==> src/hw/rtl/lfuc_pkg.sv <==
// Shared types and constants for the LFU cache table.
// No dependencies; every other file in hw/rtl refers to this package by scoped name.
package lfuc_pkg;

   localparam int DEPTH_DEFAULT = 16;

   localparam int KEY_W = 32;
   localparam int VAL_W = 31;
   localparam int CNT_W = 32;
   localparam int CFG_W = 5;

   localparam logic [CFG_W-1:0] CAP_RESET = 5'd16;
   localparam logic [CNT_W-1:0] COUNT_MAX = 32'hFFFF_FFFF;
   localparam logic [CNT_W-1:0] COUNT_ONE = 32'd1;

   localparam logic CMD_GET = 1'b0;
   localparam logic CMD_PUT = 1'b1;

   typedef enum logic [2:0] {
      ST_IDLE = 3'b001,
      ST_SCAN = 3'b010,
      ST_DONE = 3'b100
   } state_type;

   // Sequencer to scan unit
   typedef struct packed {
      logic clear;
      logic sample;
   } scan_ctl_type;

   // Scan unit to sequencer
   typedef struct packed {
      logic match;
      logic free;
      logic victim;
   } scan_flags_type;

endpackage

==> src/hw/rtl/lfuc_ifs.sv <==
// Valid/ready channel interfaces for the LFU cache table: request and response.
// Depends on lfuc_pkg for field widths.
interface lfuc_req_if;
   logic                        valid;
   logic                        ready;
   logic                        command;
   logic [lfuc_pkg::KEY_W-1:0]  key;
   logic [lfuc_pkg::VAL_W-1:0]  value;

   modport source (output valid, command, key, value, input ready);
   modport sink   (input valid, command, key, value, output ready);
endinterface

interface lfuc_rsp_if;
   logic                        valid;
   logic                        ready;
   logic                        hit;
   logic [lfuc_pkg::VAL_W-1:0]  read_value;
   logic                        evicted;

   modport source (output valid, hit, read_value, evicted, input ready);
   modport sink   (input valid, hit, read_value, evicted, output ready);
endinterface

==> src/hw/rtl/lfuc_scan_unit.sv <==
// Shared compare unit of the LFU cache table: tracks key match, first free slot
// and LFU/LRU victim over one entry per cycle. Depends on lfuc_pkg.
module lfuc_scan_unit #(
   parameter  int CAPACITY = lfuc_pkg::DEPTH_DEFAULT,
   localparam int IW       = (CAPACITY > 1) ? $clog2(CAPACITY) : 1
) (
   input  logic                        clock,
   input  logic                        reset,
   input  lfuc_pkg::scan_ctl_type      ctl,
   input  logic [IW-1:0]               smp_idx,
   input  logic                        smp_valid,
   input  logic [lfuc_pkg::KEY_W-1:0]  smp_key,
   input  logic [lfuc_pkg::KEY_W-1:0]  req_key,
   input  logic [lfuc_pkg::VAL_W-1:0]  smp_value,
   input  logic [lfuc_pkg::CNT_W-1:0]  smp_count,
   input  logic [IW-1:0]               smp_rank,
   output lfuc_pkg::scan_flags_type    flags,
   output logic [IW-1:0]               match_idx,
   output logic [lfuc_pkg::VAL_W-1:0]  match_value,
   output logic [lfuc_pkg::CNT_W-1:0]  match_count,
   output logic [IW-1:0]               match_rank,
   output logic [IW-1:0]               free_idx,
   output logic [IW-1:0]               victim_idx,
   output logic [IW-1:0]               victim_rank
);

   lfuc_pkg::scan_flags_type   flags_ff;
   logic [IW-1:0]              match_idx_ff;
   logic [lfuc_pkg::VAL_W-1:0] match_value_ff;
   logic [lfuc_pkg::CNT_W-1:0] match_count_ff;
   logic [IW-1:0]              match_rank_ff;
   logic [IW-1:0]              free_idx_ff;
   logic [IW-1:0]              victim_idx_ff;
   logic [IW-1:0]              victim_rank_ff;
   logic [lfuc_pkg::CNT_W-1:0] victim_count_ff;

   logic take_match;
   logic take_free;
   logic take_victim;

   always_comb begin
      take_match  = ctl.sample && smp_valid && (smp_key == req_key) && !flags_ff.match;
      take_free   = ctl.sample && !smp_valid && !flags_ff.free;
      // Smaller count wins; on equal counts the older entry (larger rank) wins
      take_victim = ctl.sample && smp_valid &&
                    (!flags_ff.victim || (smp_count < victim_count_ff) ||
                     ((smp_count == victim_count_ff) && (smp_rank > victim_rank_ff)));
   end

   always_ff @(posedge clock) begin
      if (reset || ctl.clear) begin
         flags_ff <= '0;
      end else begin
         if (take_match) begin
            flags_ff.match <= 1'b1;
         end
         if (take_free) begin
            flags_ff.free <= 1'b1;
         end
         if (take_victim) begin
            flags_ff.victim <= 1'b1;
         end
      end
   end

   always_ff @(posedge clock) begin
      if (take_match) begin
         match_idx_ff   <= smp_idx;
         match_value_ff <= smp_value;
         match_count_ff <= smp_count;
         match_rank_ff  <= smp_rank;
      end
      if (take_free) begin
         free_idx_ff <= smp_idx;
      end
      if (take_victim) begin
         victim_idx_ff   <= smp_idx;
         victim_rank_ff  <= smp_rank;
         victim_count_ff <= smp_count;
      end
   end

   assign flags       = flags_ff;
   assign match_idx   = match_idx_ff;
   assign match_value = match_value_ff;
   assign match_count = match_count_ff;
   assign match_rank  = match_rank_ff;
   assign free_idx    = free_idx_ff;
   assign victim_idx  = victim_idx_ff;
   assign victim_rank = victim_rank_ff;

endmodule

==> src/hw/rtl/lfu_cache_table.sv <==
// Top level of the LFU cache table: sequencer, entry memories and result register.
// Depends on lfuc_pkg, lfuc_ifs (lfuc_req_if, lfuc_rsp_if) and lfuc_scan_unit.
//
// Usage
//   req_chan carries one transaction per get (command 0) or put (command 1) with a
//   32-bit key and a 31-bit value. rsp_chan returns exactly one transaction per
//   request: hit, read_value (get hit only, else 0) and evicted (put that replaced
//   an entry). csr_wr_en/csr_wr_data set capacity_in_use; write only when idle.
// Timing
//   Each request walks every entry once through the shared compare unit, one
//   entry per cycle over the single read port of the entry memories. The result
//   is loaded when the sequencer leaves its done state, and req_chan.ready returns
//   high in that same cycle; that commit waits while an older response is held.
//   Recency ranks are aged lazily: the update left by one request is written
//   back during the scan of the next one.
// Reset
//   Synchronous, active high. Clears valid marks, fill count and response valid,
//   and sets capacity_in_use to 16. No clearing pass is needed.
// Backpressure
//   The result register holds a finished response while rsp_chan.ready is low;
//   a new request is still taken and scanned, and its commit waits for the slot.
module lfu_cache_table #(
   parameter int CAPACITY = lfuc_pkg::DEPTH_DEFAULT
) (
   input  logic                        clock,
   input  logic                        reset,
   lfuc_req_if.sink                    req_chan,
   lfuc_rsp_if.source                  rsp_chan,
   input  logic                        csr_wr_en,
   input  logic [lfuc_pkg::CFG_W-1:0]  csr_wr_data
);

   localparam int IW   = (CAPACITY > 1) ? $clog2(CAPACITY) : 1;
   localparam int UW   = $clog2(CAPACITY + 1);
   localparam int CMPW = (UW > lfuc_pkg::CFG_W) ? UW : lfuc_pkg::CFG_W;
   localparam logic [IW-1:0] LAST_IDX = IW'(CAPACITY - 1);

   // Entry memories: one read port (scan) and one write port each
   logic [lfuc_pkg::KEY_W-1:0] key_mem_ff   [CAPACITY];
   logic [lfuc_pkg::VAL_W-1:0] value_mem_ff [CAPACITY];
   logic [lfuc_pkg::CNT_W-1:0] count_mem_ff [CAPACITY];
   logic [IW-1:0]              rank_mem_ff  [CAPACITY];
   logic                       valid_ff     [CAPACITY];

   logic [lfuc_pkg::KEY_W-1:0] rd_key_ff;
   logic [lfuc_pkg::VAL_W-1:0] rd_value_ff;
   logic [lfuc_pkg::CNT_W-1:0] rd_count_ff;
   logic [IW-1:0]              rd_rank_ff;

   lfuc_pkg::state_type        state_ff, state_in;
   logic [lfuc_pkg::CFG_W-1:0] cap_ff;
   logic [UW-1:0]              used_ff;

   logic                       cmd_ff;
   logic [lfuc_pkg::KEY_W-1:0] key_ff;
   logic [lfuc_pkg::VAL_W-1:0] val_ff;

   logic [IW-1:0]              iss_idx_ff;
   logic                       iss_on_ff;
   logic [IW-1:0]              smp_idx_ff;
   logic                       smp_vld_ff;

   // Recency update left by the previous request
   logic                       pend_vld_ff, pend_vld_in;
   logic                       pend_all_ff, pend_all_in;
   logic [IW-1:0]              pend_slot_ff, pend_slot_in;
   logic [IW-1:0]              pend_old_ff, pend_old_in;

   logic                       rsp_valid_ff;
   logic                       rsp_hit_ff, rsp_hit_in;
   logic [lfuc_pkg::VAL_W-1:0] rsp_value_ff, rsp_value_in;
   logic                       rsp_evicted_ff, rsp_evicted_in;

   logic                       req_fire;
   logic                       rsp_fire;
   logic                       done_fire;
   logic                       last_smp;
   logic [IW-1:0]              rank_fix;

   lfuc_pkg::scan_ctl_type     scan_ctl;
   lfuc_pkg::scan_flags_type   scan_flags;
   logic [IW-1:0]              match_idx;
   logic [lfuc_pkg::VAL_W-1:0] match_value;
   logic [lfuc_pkg::CNT_W-1:0] match_count;
   logic [IW-1:0]              match_rank;
   logic [IW-1:0]              free_idx;
   logic [IW-1:0]              victim_idx;
   logic [IW-1:0]              victim_rank;

   // Commit controls
   logic [CMPW-1:0]            cap_eff;
   logic [IW-1:0]              wr_slot;
   logic                       wr_key_en;
   logic                       wr_val_en;
   logic                       wr_cnt_en;
   logic [lfuc_pkg::CNT_W-1:0] wr_cnt_data;
   logic                       fill_en;

   assign req_fire  = req_chan.valid && req_chan.ready;
   assign rsp_fire  = rsp_valid_ff && rsp_chan.ready;
   assign done_fire = (state_ff == lfuc_pkg::ST_DONE) && (!rsp_valid_ff || rsp_chan.ready);
   assign last_smp  = smp_vld_ff && (smp_idx_ff == LAST_IDX);

   assign req_chan.ready      = (state_ff == lfuc_pkg::ST_IDLE);
   assign rsp_chan.valid      = rsp_valid_ff;
   assign rsp_chan.hit        = rsp_hit_ff;
   assign rsp_chan.read_value = rsp_value_ff;
   assign rsp_chan.evicted    = rsp_evicted_ff;

   // Sequencer
   always_comb begin
      state_in = state_ff;
      case (state_ff)
         lfuc_pkg::ST_IDLE: begin
            if (req_fire) begin
               state_in = lfuc_pkg::ST_SCAN;
            end
         end
         lfuc_pkg::ST_SCAN: begin
            if (last_smp) begin
               state_in = lfuc_pkg::ST_DONE;
            end
         end
         lfuc_pkg::ST_DONE: begin
            if (done_fire) begin
               state_in = lfuc_pkg::ST_IDLE;
            end
         end
         default: begin
            state_in = lfuc_pkg::ST_IDLE;
         end
      endcase
   end

   always_ff @(posedge clock) begin
      if (reset) begin
         state_ff  <= lfuc_pkg::ST_IDLE;
         cap_ff    <= lfuc_pkg::CAP_RESET;
         iss_on_ff <= 1'b0;
         smp_vld_ff <= 1'b0;
      end else begin
         state_ff <= state_in;
         if (csr_wr_en) begin
            cap_ff <= csr_wr_data;
         end
         // Advance the read address one entry per cycle until the last one
         if (req_fire) begin
            iss_on_ff <= 1'b1;
         end else if (iss_on_ff && (iss_idx_ff == LAST_IDX)) begin
            iss_on_ff <= 1'b0;
         end
         smp_vld_ff <= iss_on_ff;
      end
   end

   always_ff @(posedge clock) begin
      if (req_fire) begin
         cmd_ff     <= req_chan.command;
         key_ff     <= req_chan.key;
         val_ff     <= req_chan.value;
         iss_idx_ff <= '0;
      end else if (iss_on_ff && (iss_idx_ff != LAST_IDX)) begin
         iss_idx_ff <= iss_idx_ff + IW'(1);
      end
      smp_idx_ff <= iss_idx_ff;
   end

   // Registered memory read at the scan address
   always_ff @(posedge clock) begin
      rd_key_ff   <= key_mem_ff[iss_idx_ff];
      rd_value_ff <= value_mem_ff[iss_idx_ff];
      rd_count_ff <= count_mem_ff[iss_idx_ff];
      rd_rank_ff  <= rank_mem_ff[iss_idx_ff];
   end

   // Apply the pending recency update to the sampled rank
   always_comb begin
      rank_fix = rd_rank_ff;
      if (pend_vld_ff) begin
         if (smp_idx_ff == pend_slot_ff) begin
            rank_fix = '0;
         end else if (pend_all_ff || (rd_rank_ff < pend_old_ff)) begin
            rank_fix = rd_rank_ff + IW'(1);
         end
      end
   end

   always_comb begin
      scan_ctl.clear  = req_fire;
      scan_ctl.sample = smp_vld_ff;
   end

   lfuc_scan_unit #(
      .CAPACITY (CAPACITY)
   ) u_scan (
      .clock       (clock),
      .reset       (reset),
      .ctl         (scan_ctl),
      .smp_idx     (smp_idx_ff),
      .smp_valid   (valid_ff[smp_idx_ff]),
      .smp_key     (rd_key_ff),
      .req_key     (key_ff),
      .smp_value   (rd_value_ff),
      .smp_count   (rd_count_ff),
      .smp_rank    (rank_fix),
      .flags       (scan_flags),
      .match_idx   (match_idx),
      .match_value (match_value),
      .match_count (match_count),
      .match_rank  (match_rank),
      .free_idx    (free_idx),
      .victim_idx  (victim_idx),
      .victim_rank (victim_rank)
   );

   // Commit decision for the finished scan
   always_comb begin
      cap_eff = (CMPW'(cap_ff) > CMPW'(CAPACITY)) ? CMPW'(CAPACITY) : CMPW'(cap_ff);

      wr_slot        = match_idx;
      wr_key_en      = 1'b0;
      wr_val_en      = 1'b0;
      wr_cnt_en      = 1'b0;
      wr_cnt_data    = lfuc_pkg::COUNT_ONE;
      fill_en        = 1'b0;
      pend_vld_in    = 1'b0;
      pend_all_in    = 1'b0;
      pend_slot_in   = match_idx;
      pend_old_in    = match_rank;
      rsp_hit_in     = 1'b0;
      rsp_value_in   = '0;
      rsp_evicted_in = 1'b0;

      if (scan_flags.match) begin
         rsp_hit_in  = 1'b1;
         wr_val_en   = (cmd_ff == lfuc_pkg::CMD_PUT);
         wr_cnt_en   = 1'b1;
         wr_cnt_data = (match_count == lfuc_pkg::COUNT_MAX) ?
                       match_count : match_count + lfuc_pkg::COUNT_ONE;
         pend_vld_in = 1'b1;
         if (cmd_ff == lfuc_pkg::CMD_GET) begin
            rsp_value_in = match_value;
         end
      end else if ((cmd_ff == lfuc_pkg::CMD_PUT) && (cap_eff != '0)) begin
         if (CMPW'(used_ff) < cap_eff) begin
            // Fill a free slot; every valid entry ages by one
            if (scan_flags.free) begin
               wr_slot      = free_idx;
               fill_en      = 1'b1;
               wr_key_en    = 1'b1;
               wr_val_en    = 1'b1;
               wr_cnt_en    = 1'b1;
               pend_vld_in  = 1'b1;
               pend_all_in  = 1'b1;
               pend_slot_in = free_idx;
            end
         end else if (scan_flags.victim) begin
            // Replace the LFU entry, LRU among equal counts
            wr_slot        = victim_idx;
            wr_key_en      = 1'b1;
            wr_val_en      = 1'b1;
            wr_cnt_en      = 1'b1;
            rsp_evicted_in = 1'b1;
            pend_vld_in    = 1'b1;
            pend_slot_in   = victim_idx;
            pend_old_in    = victim_rank;
         end
      end
   end

   // Memory writes: rank write-back during the scan, entry fields at commit
   always_ff @(posedge clock) begin
      if (smp_vld_ff) begin
         rank_mem_ff[smp_idx_ff] <= rank_fix;
      end
      if (done_fire) begin
         if (wr_key_en) begin
            key_mem_ff[wr_slot] <= key_ff;
         end
         if (wr_val_en) begin
            value_mem_ff[wr_slot] <= val_ff;
         end
         if (wr_cnt_en) begin
            count_mem_ff[wr_slot] <= wr_cnt_data;
         end
      end
   end

   always_ff @(posedge clock) begin
      if (reset) begin
         for (int i = 0; i < CAPACITY; i++) begin
            valid_ff[i] <= 1'b0;
         end
         used_ff     <= '0;
         pend_vld_ff <= 1'b0;
      end else if (done_fire) begin
         if (fill_en) begin
            valid_ff[wr_slot] <= 1'b1;
            used_ff           <= used_ff + UW'(1);
         end
         pend_vld_ff <= pend_vld_in;
      end
   end

   always_ff @(posedge clock) begin
      if (done_fire) begin
         pend_all_ff  <= pend_all_in;
         pend_slot_ff <= pend_slot_in;
         pend_old_ff  <= pend_old_in;
      end
   end

   // Result register: hold while the receiver stalls
   always_ff @(posedge clock) begin
      if (reset) begin
         rsp_valid_ff <= 1'b0;
      end else if (done_fire) begin
         rsp_valid_ff <= 1'b1;
      end else if (rsp_fire) begin
         rsp_valid_ff <= 1'b0;
      end
   end

   always_ff @(posedge clock) begin
      if (done_fire) begin
         rsp_hit_ff     <= rsp_hit_in;
         rsp_value_ff   <= rsp_value_in;
         rsp_evicted_ff <= rsp_evicted_in;
      end
   end

endmodule

==> src/flat_wrapper.sv <==
// flat-port wrapper written by rule: the top's interface ports become plain ports
module lfu_cache_table_flat 
#(
   parameter int CAPACITY = lfuc_pkg::DEPTH_DEFAULT
)
  (clock, reset, csr_wr_en, csr_wr_data, req_chan_valid, req_chan_command, req_chan_key, req_chan_value, req_chan_ready, rsp_chan_valid, rsp_chan_hit, rsp_chan_read_value, rsp_chan_evicted, rsp_chan_ready);
  lfuc_req_if req_chan_i ();
  lfuc_rsp_if rsp_chan_i ();
  input  logic clock;
  input  logic reset;
  input  logic csr_wr_en;
  input  logic [lfuc_pkg::CFG_W-1:0] csr_wr_data;
  input wire logic [$bits(req_chan_i.valid)-1:0] req_chan_valid;
  input wire logic [$bits(req_chan_i.command)-1:0] req_chan_command;
  input wire logic [$bits(req_chan_i.key)-1:0] req_chan_key;
  input wire logic [$bits(req_chan_i.value)-1:0] req_chan_value;
  output wire logic [$bits(req_chan_i.ready)-1:0] req_chan_ready;
  output wire logic [$bits(rsp_chan_i.valid)-1:0] rsp_chan_valid;
  output wire logic [$bits(rsp_chan_i.hit)-1:0] rsp_chan_hit;
  output wire logic [$bits(rsp_chan_i.read_value)-1:0] rsp_chan_read_value;
  output wire logic [$bits(rsp_chan_i.evicted)-1:0] rsp_chan_evicted;
  input wire logic [$bits(rsp_chan_i.ready)-1:0] rsp_chan_ready;
  assign req_chan_i.valid = req_chan_valid;
  assign req_chan_i.command = req_chan_command;
  assign req_chan_i.key = req_chan_key;
  assign req_chan_i.value = req_chan_value;
  assign req_chan_ready = req_chan_i.ready;
  assign rsp_chan_valid = rsp_chan_i.valid;
  assign rsp_chan_hit = rsp_chan_i.hit;
  assign rsp_chan_read_value = rsp_chan_i.read_value;
  assign rsp_chan_evicted = rsp_chan_i.evicted;
  assign rsp_chan_i.ready = rsp_chan_ready;
  lfu_cache_table #(.CAPACITY(CAPACITY)) u_core (.clock(clock), .reset(reset), .req_chan(req_chan_i), .rsp_chan(rsp_chan_i), .csr_wr_en(csr_wr_en), .csr_wr_data(csr_wr_data));
endmodule
==> config.mk <==
export PLATFORM = sky130hd
export DESIGN_NAME = lfu_cache_table_flat
export DESIGN_NICKNAME = d
export VERILOG_FILES = /design/src/hw/rtl/lfuc_pkg.sv /design/src/hw/rtl/lfuc_ifs.sv /design/src/hw/rtl/lfuc_scan_unit.sv /design/src/hw/rtl/lfu_cache_table.sv /design/src/flat_wrapper.sv
export SDC_FILE = /design/constraint.sdc
export NUM_CORES = 2
export LEC_CHECK = 0
export ABC_AREA = 1
export BUFFER_PORTS_ARGS = -buffer_cell sky130_fd_sc_hd__buf_2
export CORE_UTILIZATION = 24
export DETAILED_ROUTE_END_ITERATION = 12
export GPL_TIMING_DRIVEN = 0
export SYNTH_ARGS = -nofsm -noshare
export SYNTH_HDL_FRONTEND = slang
export SYNTH_SLANG_ARGS = --single-unit
==> constraint.sdc <==
create_clock -name clock -period 6.9 [get_ports clock]
set_clock_uncertainty 0.2 [all_clocks]
set_input_delay 0 -clock clock [delete_from_list [all_inputs] [get_ports clock]]
set_output_delay 0 -clock clock [all_outputs]
set_load 0.05 [all_outputs]
======== Yosys cells after proc, flatten, opt, wreduce, memory -nomap -nowiden ========
Memories as Yosys holds them, arrays and structs flattened. A register that Yosys moved wholly into a read port is not among the register bits.
Cells that the tools add are included.
storage, ports and cells
  bits in writable memories ............... 1600
  memories kept ........................... 5
  bits in registers ....................... 249
  input bits .............................. 74
  output and inout bits ................... 35
cells by class
  $lt $le $gt $ge ......................... 5
  mux-type cells .......................... 54
  bitwise logic cells ..................... 2
  add/sub/neg operators ................... 4
  equal/unequal tests ..................... 13
  reduce and logical (&&, ||, !) cells .... 32
memories
  memory               words  width  read ports  clocked after memory_dff  wr ports  line                   RTL
  u_core.count_mem_ff  16     32     1           1                         1         lfu_cache_table.sv:41  logic [lfuc_pkg::CNT_W-1:0] count_mem_ff [CAPACITY];
  u_core.key_mem_ff    16     32     1           1                         1         lfu_cache_table.sv:39  logic [lfuc_pkg::KEY_W-1:0] key_mem_ff [CAPACITY];
  u_core.value_mem_ff  16     31     1           1                         1         lfu_cache_table.sv:40  logic [lfuc_pkg::VAL_W-1:0] value_mem_ff [CAPACITY];
  u_core.rank_mem_ff   16     4      1           1                         1         lfu_cache_table.sv:42  logic [IW-1:0] rank_mem_ff [CAPACITY];
  u_core.valid_ff      16     1      1           1                         16        lfu_cache_table.sv:43  logic valid_ff [CAPACITY];
operators by type and width
  operator                                              number
  == test 32 bit                                        2
  two-way mux 32 bit                                    2
  two-way mux 4 bit                                     13
  two-way mux 1 bit                                     34
  adder 32 x 1 -> 32 bit, second input constant         1
  == test 32 bit, second input constant                 1
  less-than comparator 32 bit                           1
  logical AND 1 bit                                     14
  two-way mux 3 bit                                     3
  one-hot mux 3 bit (3 select lines)                    1
  adder 4 x 1 -> 4 bit, second input constant           2
  == test 4 bit, second input constant                  2
  adder 5 x 1 -> 5 bit, second input constant           1
  greater-than comparator 5 bit, second input constant  1
  logical NOT 1 bit                                     5
  logical OR 1 bit                                      5
  less-than comparator 5 bit                            1
  two-way mux 5 bit                                     1
  nonzero test 5 bit                                    1
  == test 4 bit                                         1
  greater-than comparator 4 bit                         1
  less-than comparator 4 bit                            1
  != test 2 x 1 -> 1 bit, second input constant         2
  != test 4 bit, second input constant                  1
  other kinds (11)                                      13

======== Depth between registers and ports, before layout ========
  word-level depth ........................ 12
  depth in mapped cells ................... 18
  mapped depth without buffers ............ 18

======== Modules after synthesis ========
From an unflattened synthesis, not the netlist that was laid out.
unflattened totals
  cells, all modules ...................... 5670
  area total of the unflattened synthesis .. 75289.7 um2
by module, submodules not included
  module           instances  sequential area each (um2)  cells an instance  area each (um2)
  lfu_cache_table  1          53551.4                     5260               70116.0
  lfuc_scan_unit   1          3513.4                      410                5173.7

======== Least setup slack after synthesis ========
Ideal clock, no wire load.
  kind .................................... reg2reg
  start ................................... register u_core.state_ff[2]
  end ..................................... register u_core.u_scan.flags_ff (netlist bit u_core.u_scan.flags[0])
  library setup time ...................... 0.123 ns
  period minus slack after synthesis ...... 5.499 ns
  data arrival time ....................... 5.176 ns
  path slack .............................. 1.401 ns
  buffers on the path ..................... 0
  required time ........................... 6.577 ns
  stages on the path, launching flop included .. 7
  cell sequence ........................... dfxtp_1 nor3_1 inv_1 nor2_1 inv_1 nand2_1 a21oi_1
between the ends
  longest elaborated chain between the ends .. 3
ends and longest elaborated chain
  item                      line                    RTL
  start: declaration        lfu_cache_table.sv:50   lfuc_pkg::state_type state_ff, state_in;
  start signal: assignment  lfu_cache_table.sv:137  state_ff <= lfuc_pkg::ST_IDLE;
  start signal: assignment  lfu_cache_table.sv:142  state_ff <= state_in;
  == test 3 x 1 -> 1 bit    lfu_cache_table.sv:104  assign req_chan.ready = (state_ff == lfuc_pkg::ST_IDLE);
  via req_chan_ready        flat_wrapper.sv:17      output wire logic [$bits(req_chan_i.ready)-1:0] req_chan_ready;
  logical AND 1 bit         lfu_cache_table.sv:99   assign req_fire = req_chan.valid && req_chan.ready;
  via u_core.req_fire       lfu_cache_table.sv:74   logic req_fire;
  logical OR 1 bit          lfuc_scan_unit.sv:51    if (reset || ctl.clear) begin
  end: declaration          lfuc_scan_unit.sv:27    lfuc_pkg::scan_flags_type flags_ff;
The timed path passes the listed nets, and every way through them passes these cells.
A chain may end at the register's enable or synchronous reset.

======== Worst setup path in the final report ========
  start ................................... register u_core.u_scan.flags_ff (netlist bit u_core.u_scan.flags[2])
  end ..................................... memory u_core.value_mem_ff[14][20] (netlist name) (enable)
between the ends
  longest elaborated chain between the ends .. 4
ends and longest elaborated chain
  item                                     line                    RTL
  two-way mux 1 bit                        lfu_cache_table.sv:234  if (scan_flags.match) begin
  two-way mux 1 bit                        lfu_cache_table.sv:280  if (wr_val_en) begin
  two-way mux 1 bit                        lfu_cache_table.sv:276  if (done_fire) begin
  two-way mux 1 bit (implied by the code)  lfu_cache_table.sv:281  value_mem_ff[wr_slot] <= val_ff;
  end: declaration                         lfu_cache_table.sv:40
Several ways; a longest one is shown, not always the timed one.

==> flow_metrics.py <==
metrics = {
    "worst_setup_path": {
        "crit_slowest_cell": "nor2_1",
        "critPathTopFamily": "buffers and inverters",
        "worstPathMaxFanout": 16,
        "crit_required_ns": 7.27,
        "end_kind": "flop",
        "slowest_delay_ns": 1.02,
        "critPathArrivalTime_ns": 5.06,
        "worstSetupStartpointType": "flop",
        "crit_buf_inv": 3,
        "crit_chain": "clkinv_1 > nor2_1 > buf_1 > nor2_4 > buf_16",
        "path_class": "flop to flop",
    },
    "global_route": {
        "grt_pass1_wl_um": 319000,
        "grt_pass1_vias": 47700,
        "antenna_found_initial": 18,
        "track_usage_pct": 13.5,
        "overflow": 0,
        "grt_max_degree": 33,
    },
    "placement": {
        "place_ws_ns": 1.98,
        "gp_congestion": 0.849,
        "hpwl_um": 150000,
        "portBuffers": 108,
    },
    "route": {
        "wl_um": 221000,
        "ant_nets": 0,
        "drc": 0,
        "viasPerCell": 4.64,
        "firstDrtPassIters": 6,
        "num_vias": 49100,
        "routedWlPerCell_um": 20.9,
        "drt_iter0_markers": 5477,
    },
    "power_and_ir_drop": {
        "leakage_nw": 28.7,
        "pwr-share-seq_pct": 43.4,
        "peakVddDrop_uv": 238,
        "p_int_mw": 21.5,
        "clockPowerShare_pct": 32.3,
        "p_sw_share_pct": 33.3,
        "switchingPower_mw": 10.8,
        "comb_power_share_pct": 24.2,
        "cellPowerDensity_nw_per_um2": 358,
    },
    "cts": {
        "clk_path_buf_depth": 3,
        "cts_made_buffers": 187,
        "cts_resized": 0,
        "cts_sinks": 1948,
        "cts_tree": "yes",
        "clk_latency_ns": 0.84,
        "cts-htree-levels": 4,
        "clkTransAtPathRegs_ns": 0.06,
        "root_buffer": "clkbuf_16",
    },
    "die": {
        "fp.dieW_um": 561,
        "num_rows": 204,
        "ioPinCount": 109,
        "dieHeight_um": 561,
        "coreArea_um2": 310000,
        "start_util_pct": 24.2,
        "dieArea_um2": 315000,
    },
    "run": {
        "drv_cap": 1,
    },
    "synthesis": {
        "synthDistinctLibCells": 46,
        "seq_area_frac_synth_pct": 76.0,
        "yosys_warnings": 0,
        "syn_inst": 5795,
        "async_flop_share_pct": 0,
        "syn_area_per_cell_um2": 12.9,
        "synth_area_um2": 75000,
        "ys.flop_type": "edfxtp_1",
        "syn_nets": 5916,
        "synth_seq_cells": 1948,
        "synth_edf_count": 1805,
    },
    "sta": {
        "setup_viol": 0,
        "tns_ns": 0,
        "finalMaxSlewViolations": 11,
        "max_freq_mhz": 213,
        "worst_pin_slew_ns": 1.56,
        "worst_slack_ns": 2.21,
        "fin_crit_sh_pct": 67.9,
        "finalHoldViolations": 0,
        "rsz0062_at_grt": "no",
        "period_minus_slack_ns": 4.69,
        "maxSlewHeadroom_pct": -3.95,
    },
    "outcome": {
        "status": "finished, violations left",
        "violations": "capacitance limit, slew limit",
    },
    "min_path": {
        "hp-class": "input pin to flop",
    },
    "cells_and_area": {
        "multi_input_area_um2": 16300,
        "fillers": 31100,
        "layout_common_cells": "edfxtp_1, nor2_1, o21ai_0, nand2_1, o22ai_1",
        "final_util_pct": 29.0,
        "syn_to_final_growth_pct": 19.9,
        "fin_nets": 6419,
        "ff_latch_area_um2": 57100,
        "drive_above_1_share_pct": 9.37,
        "layout_commonest_cell": "edfxtp_1",
    },
}
[path summary, 6_finish.rpt]
check,from,end,slack [ns],cells past startpoint
worst min register to register,u_core.iss_idx_ff[2],u_core.smp_idx_ff[2],0.16,0
worst min-delay path,reset,u_core.valid_ff[6],0.05,5
worst max register to register,u_core.u_scan.flags[2],u_core.value_mem_ff[14][20],2.21,5
worst max-delay path,u_core.u_scan.flags[2],u_core.value_mem_ff[14][20],2.21,5
[stage by stage]
stage               power (mW)  area (um2)  cells  hold slack, ns
global placement          21.8       80700  10000         -0.0192
detailed placement        21.9       82100  10100         -0.0219
CTS                       32.3       89900  10600         0.00565
finish                    32.2       90000  10600          0.0498
floorplan                 18.4       75000   5795          -0.101
global route              33.4       90000  10600          0.0356
[Yosys cell counts (2+ instances only)]
library cell     n  area share [%]
edfxtp_1      1805              72
nor2_1        1019             5.1
o21ai_0        834             5.6
nand2_1        661             3.3
o22ai_1        399             3.3
clkbuf_1       278             1.4
inv_1          202             1.0
dfxtp_1        143             3.8
nand4_1        121             1.0
nand3_1         48            0.32
ha_1            47            0.78
a21oi_1         43            0.29
buf_2           27            0.18
nor3_1          27            0.18
xor2_1          27            0.32
xnor2_1         19            0.22
buf_1           14           0.070
nand2_2         12            0.10
nand3_2         11            0.15
inv_2            9           0.045
or2_2            6           0.050
a21oi_4          4           0.087
buf_4            3           0.030
nand3b_1         3           0.030
nor2_4           3           0.045
a21boi_1         2           0.020
buf_6            2           0.030
nand2_4          2           0.030
nor2_2           2           0.017
nor3b_1          2           0.020
nor4_1           2           0.017
o211ai_1         2           0.020
o21ai_1          2           0.013
or2_1            2           0.017
[worst register-to-register path, delay by kind of cell, from the launching register on]
family / cells / cell delay (ns)
simple gates: 2 / 1.40
buf+inv: 3 / 2.01
flops: 1 / 0.80
[per-layer routing]
metal  wire length, um  vias up  track usage, %
met2            105000     2236            22.4
li1                  -    22100               -
met5                95        -               0
met1             88000    24400            17.0
met4             10900       14            6.88
met3             17000      442            2.32
[cell type report]
cell class | count | area share [%]
Clock inverter | 103 | 1.22
Buffer | 324 | 1.43
Inverter | 212 | 0.884
Antenna cell | 10 | 0.0278
Timing Repair Buffer | 314 | 3.50
Sequential cell | 1948 | 63.4
Clock buffer | 246 | 5.72
Multi-Input combinational cell | 3311 | 18.1
Tap cell | 4120 | 5.73
[kinds of logic after synthesis]
logic type                 after synthesis  synth area share, %
adders and majority gates               47                0.784
AOI/OAI and AO/OA                     1291                 9.38
xor gates and xnor gates                46                0.537
DFF                                   1948                 76.0
and+or+nand+nor                       1927                 10.5
buffers and inverters                  536                 2.76
[power groups by stage]
stage,Combinational [mW],Clock [mW],Sequential [mW]
after floorplan,4.37,0,14.1
after detailed placement,7.63,0,14.3
final,7.82,10.4,14.0
after global placement,7.52,0,14.2
after global routing,8.39,11.0,14.1
after CTS,7.73,10.5,14.0
[registers in the layout (all words and copies together), names as in the netlist, 5 cells and up]
register / flops
u_core.u_scan.match_count: 32
u_core.val_ff: 31
u_core.key_mem_ff: 512
u_core.rank_mem_ff: 64
u_core.count_mem_ff: 512
u_core.rsp_chan.read_value: 31
u_core.value_mem_ff: 496
u_core.rd_key_ff: 32
u_core.used_ff: 5
u_core.rd_value_ff: 31
u_core.valid_ff: 16
u_core.rd_count_ff: 32
u_core.u_scan.victim_count_ff: 32
u_core.key_ff: 32
u_core.u_scan.match_value: 31
u_core.cap_ff: 5
[what timing repair did]
action | in CTS | in global routing
hold buffers | 155 | 0
endpoints found under the hold margin | 166 | 0
setup buffers | 0 | 0
No activity file was read; power rests on OpenSTA's default activity.
